==> config.mk <==
export PLATFORM = sky130hd
export DESIGN_NAME = plpfm_ctrl
export DESIGN_NICKNAME = d
export VERILOG_FILES = /design/src/hw/rtl/plpfm_pkg.sv /design/src/hw/rtl/plpfm_ctrl.sv
export SDC_FILE = /design/constraint.sdc
export NUM_CORES = 1
export LEC_CHECK = 0
export BUFFER_PORTS_ARGS = -buffer_cell sky130_fd_sc_hd__buf_4
export CAP_MARGIN = 20
export CORE_AREA = 10 10 47 49
export CTS_CLUSTER_DIAMETER = 200
export DETAILED_ROUTE_END_ITERATION = 16
export DIE_AREA = 0 0 57 59
export PLACE_DENSITY = 0.43
export SLEW_MARGIN = 20
export SYNTH_ARGS = -nofsm -noshare
export SYNTH_HDL_FRONTEND = slang
export SYNTH_SLANG_ARGS = --single-unit
==> constraint.sdc <==
create_clock -name clock -period 2.1 [get_ports clock]
set_clock_uncertainty 0.1 [all_clocks]
set_input_delay 0.42 -clock clock [delete_from_list [all_inputs] [get_ports clock]]
set_output_delay 0.42 -clock clock [all_outputs]
set_load 0.005 [all_outputs]
==> src/hw/rtl/plpfm_pkg.sv <==
// Package for the pinned LRU page frame manager: sizes, request codes,
// status and fill codes, controller states and the command/status structs.
// No dependencies.
`timescale 1ns / 1ps

package plpfm_pkg;

   localparam int FRAME_COUNT = 32;
   localparam int PIN_BITS    = 8;
   localparam int FIDX_W      = $clog2(FRAME_COUNT);
   localparam int AGE_W       = $clog2(FRAME_COUNT);
   localparam int SEL_W       = 6;
   localparam logic [SEL_W-1:0] META_SEL = SEL_W'(32);
   localparam logic [PIN_BITS-1:0] PIN_MAX = '1;

   typedef enum logic [2:0] {
      REQ_GET      = 3'd0,
      REQ_ALLOCATE = 3'd1,
      REQ_ENSURE   = 3'd2,
      REQ_UNPIN    = 3'd3,
      REQ_DIRTY    = 3'd4,
      REQ_FLUSH    = 3'd5,
      REQ_DROP     = 3'd6,
      REQ_NONE     = 3'd7
   } req_type_type;

   localparam logic [1:0] ST_OK      = 2'd0;
   localparam logic [1:0] ST_REFUSED = 2'd1;
   localparam logic [1:0] ST_NOFRAME = 2'd2;

   localparam logic [1:0] FILL_NONE = 2'd0;
   localparam logic [1:0] FILL_READ = 2'd1;
   localparam logic [1:0] FILL_ZERO = 2'd2;

   typedef enum logic [1:0] {
      S_IDLE,
      S_EXEC,
      S_FLUSH,
      S_OUT
   } state_type;

   // controller -> datapath
   typedef struct packed {
      logic load;   // capture the request
      logic exec;   // perform a single-result request, load output
      logic flush;  // emit one flush result, load output
   } cmd_type;

   // datapath -> controller
   typedef struct packed {
      logic is_flush;
      logic flush_done; // output just loaded was the last flush result
   } stat_type;

endpackage

==> src/hw/rtl/plpfm_ctrl.sv <==
// Controller of the page frame manager: request sequencing and result handshake.
// Uses plpfm_pkg.
`timescale 1ns / 1ps

module plpfm_ctrl (
   input  logic                clock,
   input  logic                reset,
   input  logic                req_valid,
   output logic                req_stall,
   output logic                rsp_valid,
   input  logic                rsp_stall,
   input  plpfm_pkg::stat_type stat,
   output plpfm_pkg::cmd_type  cmd
);

   plpfm_pkg::state_type state_ff, state_in;

   always_ff @(posedge clock) begin
      if (reset) state_ff <= plpfm_pkg::S_IDLE;
      else       state_ff <= state_in;
   end

   always_comb begin
      state_in = state_ff;
      cmd = '0;
      req_stall = 1'b1;
      rsp_valid = 1'b0;
      unique case (state_ff)
         plpfm_pkg::S_IDLE: begin
            req_stall = 1'b0;
            if (req_valid) begin
               cmd.load = 1'b1;
               state_in = plpfm_pkg::S_EXEC;
            end
         end
         plpfm_pkg::S_EXEC: begin
            // flush results are produced one at a time from the scan
            if (stat.is_flush) cmd.flush = 1'b1;
            else               cmd.exec  = 1'b1;
            state_in = plpfm_pkg::S_OUT;
         end
         plpfm_pkg::S_OUT: begin
            rsp_valid = 1'b1;
            if (!rsp_stall) begin
               if (stat.is_flush && !stat.flush_done) state_in = plpfm_pkg::S_FLUSH;
               else                                   state_in = plpfm_pkg::S_IDLE;
            end
         end
         plpfm_pkg::S_FLUSH: begin
            cmd.flush = 1'b1;
            state_in = plpfm_pkg::S_OUT;
         end
         default: state_in = plpfm_pkg::S_IDLE;
      endcase
   end

endmodule

==> results.json, run 1 <==
{
  "cts_tree": "built",
  "num_vias": 201,
  "syn_nets": 36,
  "critPathRequiredTime_ns": 1.58,
  "cts_setup_buffers": 0,
  "period_minus_slack_ns": 1.81,
  "htree_num_levels": 1,
  "worstPathArrival_ns": 1.29,
  "start_util_pct": 15.8,
  "drive_above_1_share_pct": 43.2,
  "cts_made_buffers": 3,
  "synthFlopType": "dfxtp_1",
  "worst_pin_slew_ns": 0.212,
  "setup_tns_ns": 0,
  "area_growth_pct": 53.1,
  "synthArstFlopShare_pct": 0,
  "yosysWarnings": 0,
  "num_antenna_cells": 0,
  "clock-sinks": 2,
  "synth-simple-area-share_pct": 18.6,
  "cp-start-kind": "flop",
  "drv_cap": 0,
  "cp-end-kind": "output pin",
  "vias_per_cell": 3.79,
  "slowest_stage": "dfxtp_1",
  "drc": 0,
  "cpPeakStageDelay_ns": 0.39,
  "holdCritStartpoint": "reset",
  "clk_path_buf_depth": 2,
  "die-area_um2": 3360,
  "final_nets": 51,
  "cts_hold_buffers": 0,
  "reg2reg_from": "state_ff[0]$_SDFFE_PP0P_",
  "clkTransAtPathRegs_ns": 0.03,
  "synth-edff-count": 0,
  "core.rowCount": 14,
  "track_usage_pct": 3.59,
  "max_freq_mhz": 553,
  "antenna_found_initial": 0,
  "slew_headroom_pct": 85.7,
  "status": "finished, final reports clean",
  "synth_top_cell_area_share_pct": 33.9,
  "first_global_vias": 240,
  "grt_max_degree": 6,
  "fin_util_pct": 24.2,
  "worstSetupPathType": "flop to output pin",
  "ys_types": 12,
  "grt_setup_unrepaired": "no",
  "largest_reg_flops": 2,
  "cpLargestDelayFamily": "flip-flops",
  "core_area_um2": 1400,
  "drt_iter0_drc": 1,
  "ys_seq_area_share_pct": 18.1,
  "powerDensity_nw_per_um2": 575,
  "synth_top_family_by_area": "adder cells",
  "setup_violations": 0,
  "synthCells": 24,
  "p_total_mw": 0.195,
  "pin_count": 11,
  "largest-register": "state_ff",
  "synth_top_area_cell": "ha_1",
  "wirelength_um": 535,
  "critPathLaunch": "state_ff[0]$_SDFFE_PP0P_",
  "place_ws_ns": 0.504,
  "slew_viol_final": 0,
  "postSynthAreaPerCell_um2": 9.23,
  "syn_area_um2": 221,
  "fp.dieW_um": 57,
  "synthAdderAreaFrac_pct": 33.9,
  "yosysMostFrequentCell": "ha_1",
  "clockRootBuffer": "clkbuf_4",
  "crit_buf_inv": 2,
  "fin_crit_sh_pct": 86.0,
  "min_path_type": "input pin to flop",
  "path_max_fanout": 5,
  "grt_pass1_wl_um": 945,
  "synthMuxAreaShare_pct": 0,
  "reg_top3": "state_ff: 2 flops",
  "synth-compound-area-share_pct": 22.6,
  "dp.cells": 50,
  "yosys.area_share.xor_xnor_pct": 0,
  "worstPathCellList": "inv_1 -> ha_1 -> nor2b_1 -> buf_4",
  "synth_area_leaders": "ha_1 (34%), dfxtp_1 (18%), o41ai_2 (7.3%), inv_1 (6.8%), nand2b_4 (6.2%)",
  "clkLatencyLatePin_ns": 0.22,
  "drtAntennaViolNets": 0,
  "io_buffers": 10,
  "grt-ovfl-total": 0,
  "cts_resized": 0,
  "post_layout_nonfiller_instances": 53,
  "gp_congestion": 0.708,
  "avgRoutedWirePerCell_um": 10.1,
  "hold_viol": 0,
  "layout_setup_ws_ns": 0.293,
  "leakage_nw": 0.180,
  "vdd.ir_drop.worst_mv": 0.306,
  "place_hpwl_um": 457,
  "die_h_um": 59,
  "dr.pass1.iters": 2,
  "synth-seq-cells": 2,
  "ys_top_cells_by_count": "ha_1 (6), inv_1 (4)"
}
## cell families (layout without fill, tap and decap cells)
| group | count (synthesis) | in the layout |
|---|---|---|
| DFF | 2 | 2 |
| and+or+nand+nor | 6 | 6 |
| AOI/OAI and AO/OA | 6 | 6 |
| adders and majority gates | 6 | 6 |
| buffers and inverters | 4 | 17 |
## metrics by stage
step	instance area, µm²	hold slack [ns]
6_report	339	0.288
5_1_grt	339	0.293
4_1_cts	339	0.280
3_5_place_dp	317	0.474
3_3_place_gp	317	0.459
2_1_floorplan	221	0.392
## area by class of cell
class	count	area [µm²]
inverters	4	15.0
repair buffers	10	75.1
clock buffers	3	22.5
flip-flops and latches	2	40.0
fillers	159	1060
well taps	16	20.0
multi-input cells	18	166
## routing by layer
metal | GRT usage (%) | vias to the layer above | routed length, µm
li1 | - | 108 | -
met1 | 4.74 | 82 | 277
met2 | 3.10 | 11 | 159
met3 | 2.36 | 0 | 98
met4 | 4.03 | 0 | 0
met5 | 0 | - | 0
## where the power goes
part,internal (mW),switching [mW],leakage [nW]
logic,0.0356,0.0294,0.150
clock network,0.0628,0.0199,0.0138
registers,0.0423,0.00491,0.0166
total,0.141,0.0541,0.180
## final timing paths
kind,to,slack (ns),cells past startpoint
worst max-delay path,cmd[0],0.29,4
worst min-delay path,state_ff[0]$_SDFFE_PP0P_,0.29,2
worst max register to register,state_ff[1]$_SDFFE_PP0P_,0.74,5
worst min register to register,state_ff[0]$_SDFFE_PP0P_,0.47,2
## cell usage in the layout, fill, tap and decap left out, drive strengths merged
master / count
inv: 4
a21oi: 2
nand2b: 1
clkbuf: 3
a31oi: 1
and2: 1
nand2: 2
nor2b: 2
a311oi: 1
buf: 10
o41ai: 1
a211o: 1
dfxtp: 2
ha: 6
No activity file was read; power rests on OpenSTA's default activity.
==> run 2, diff against run 1 <==
Settings changed: ABC_AREA set to 1, CORE_AREA 10 10 47 49 to 8 8 45 47, DIE_AREA 0 0 57 59 to 0 0 53 55, PLACE_DENSITY 0.43 to 0.44.
==> results.json, run 2 <==
{
  "status": "finished, final reports clean",
  "die-area_um2": 2920,
  "vdd.ir_drop.worst_mv": 0.224,
  "cts_setup_buffers": 0,
  "fin_crit_sh_pct": 85.2,
  "drt_iter0_drc": 2,
  "htree_num_levels": 1,
  "clkLatencyLatePin_ns": 0.22,
  "synthFlopType": "dfxtp_1",
  "clock-sinks": 2,
  "synth_top_area_cell": "ha_1",
  "yosysWarnings": 0,
  "p_total_mw": 0.236,
  "grt-ovfl-total": 0,
  "postSynthAreaPerCell_um2": 6.36,
  "synth_area_leaders": "ha_1 (33%), dfxtp_1 (17%), inv_1 (16%), nand2_1 (13%), nor2_1 (6.6%)",
  "grt_setup_unrepaired": "no",
  "drtAntennaViolNets": 0,
  "syn_area_um2": 229,
  "max_freq_mhz": 559,
  "power_frac_comb_pct": 41.5,
  "cts_made_buffers": 3,
  "clk_path_buf_depth": 2,
  "synth_top_family_by_area": "adder cells",
  "core.rowCount": 14,
  "fp.dieW_um": 53,
  "num_antenna_cells": 0,
  "worstPathArrival_ns": 1.27,
  "ys_seq_area_share_pct": 17.5,
  "avgRoutedWirePerCell_um": 7.82,
  "cts_resized": 0,
  "largest-register": "state_ff",
  "wirelength_um": 508,
  "clkTransAtPathRegs_ns": 0.03,
  "place_hpwl_um": 416,
  "io_buffers": 10,
  "ys_top_cells_by_count": "inv_1 (10), nand2_1 (8), ha_1 (6)",
  "clockRootBuffer": "clkbuf_4",
  "yosys.area_share.xor_xnor_pct": 0,
  "num_vias": 226,
  "vias_per_cell": 3.48,
  "largest_reg_flops": 2,
  "p_seq_share_pct": 22.6,
  "cp-start-kind": "flop",
  "gp_congestion": 0.684,
  "start_util_pct": 16.5,
  "critPathRequiredTime_ns": 1.58,
  "final_cell_mix": "inv_1 (10), buf_4 (10), nand2_1 (8), ha_1 (6), nor2_1 (4)",
  "yosysMostFrequentCell": "inv_1",
  "reg_top3": "state_ff: 2 flops",
  "synthMuxAreaShare_pct": 0,
  "drc": 0,
  "min_path_type": "input pin to flop",
  "die_h_um": 55,
  "syn_nets": 48,
  "synth-compound-area-share_pct": 4.37,
  "hold_viol": 0,
  "drv_cap": 0,
  "slew_viol_final": 0,
  "fin_util_pct": 25.0,
  "cts_hold_buffers": 0,
  "synthAdderAreaFrac_pct": 32.8,
  "dr.pass1.iters": 4,
  "pin_count": 11,
  "p_sw_share_pct": 33.8,
  "core_area_um2": 1380,
  "slew_headroom_pct": 87.9,
  "worstSetupPathType": "flop to output pin",
  "setup_violations": 0,
  "cts_tree": "built",
  "drive_above_1_share_pct": 32.7,
  "powerDensity_nw_per_um2": 681,
  "final_nets": 63,
  "leakage_nw": 0.217,
  "period_minus_slack_ns": 1.79,
  "grt_max_degree": 6,
  "synth-seq-cells": 2,
  "setup_tns_ns": 0,
  "synthArstFlopShare_pct": 0,
  "path_max_fanout": 5,
  "first_global_vias": 206,
  "p_switching_mw": 0.0799,
  "grt_pass1_wl_um": 738,
  "area_growth_pct": 51.4,
  "synth-simple-area-share_pct": 27.3,
  "synth-edff-count": 0,
  "worst_pin_slew_ns": 0.181,
  "clkPwrFrac_pct": 36.0,
  "track_usage_pct": 3.76,
  "synthCells": 36,
  "p_int_mw": 0.156,
  "antenna_found_initial": 0,
  "ys_types": 9,
  "cp-end-kind": "output pin",
  "synth_top_cell_area_share_pct": 32.8
}
[run 2: layout make-up]
class	instances	area [µm²]
clock buffers	3	22.5
fillers	160	1040
inverters	11	41.3
multi-input cells	23	148
flip-flops and latches	2	40.0
well taps	16	20.0
repair buffers	10	75.1
[run 2: kinds of logic after synthesis]
logic type | count (synthesis)
simple gates | 15
buf+inv | 11
fa+ha+maj | 6
compound gates | 2
flops | 2
[run 2: stage by stage]
stage / std cells / setup WS [ns] / cell area, µm² / hold WS, ns
6_report: 65 / 0.312 / 347 / 0.354
5_1_grt: 65 / 0.210 / 347 / 0.375
4_1_cts: 65 / 0.293 / 347 / 0.342
3_5_place_dp: 62 / 0.540 / 324 / 0.441
3_3_place_gp: 62 / 0.568 / 324 / 0.433
2_1_floorplan: 36 / 0.703 / 229 / 0.413
[run 2: worst paths after layout]
path	start	endpoint	slack (ns)	depth (start not counted)
worst max-delay path	state_ff[0]$_SDFFE_PP0P_	cmd[0]	0.31	5
worst min-delay path	reset	state_ff[0]$_SDFFE_PP0P_	0.35	4
worst max register to register	state_ff[0]$_SDFFE_PP0P_	state_ff[0]$_SDFFE_PP0P_	0.82	8
worst min register to register	state_ff[0]$_SDFFE_PP0P_	state_ff[0]$_SDFFE_PP0P_	0.45	2
[run 2: metal layers]
| layer | wire, µm | GRT usage [%] | vias up |
|---|---|---|---|
| met5 | 0 | 0 | - |
| met4 | 0 | 3.88 | 0 |
| met3 | 70 | 3.21 | 0 |
| met2 | 236 | 6.05 | 6 |
| met1 | 200 | 2.57 | 92 |
| li1 | - | - | 128 |
[run 2: critical path, cell delays in order, from the launching register on]
cell and delay [ns]:
dfxtp_1 0.40, inv_1 0.11, ha_1 0.28, inv_1 0.04
nor2_1 0.10, buf_4 0.12
[run 2: power by group through the flow]
stage / sequential [mW] / clock [mW] / combinational, mW
5_1_grt: 0.0544 / 0.0951 / 0.113
6_report: 0.0532 / 0.0848 / 0.0979
4_1_cts: 0.0528 / 0.0921 / 0.101
3_5_place_dp: 0.0533 / 0 / 0.101
2_1_floorplan: 0.0516 / 0 / 0.0603
3_3_place_gp: 0.0528 / 0 / 0.101
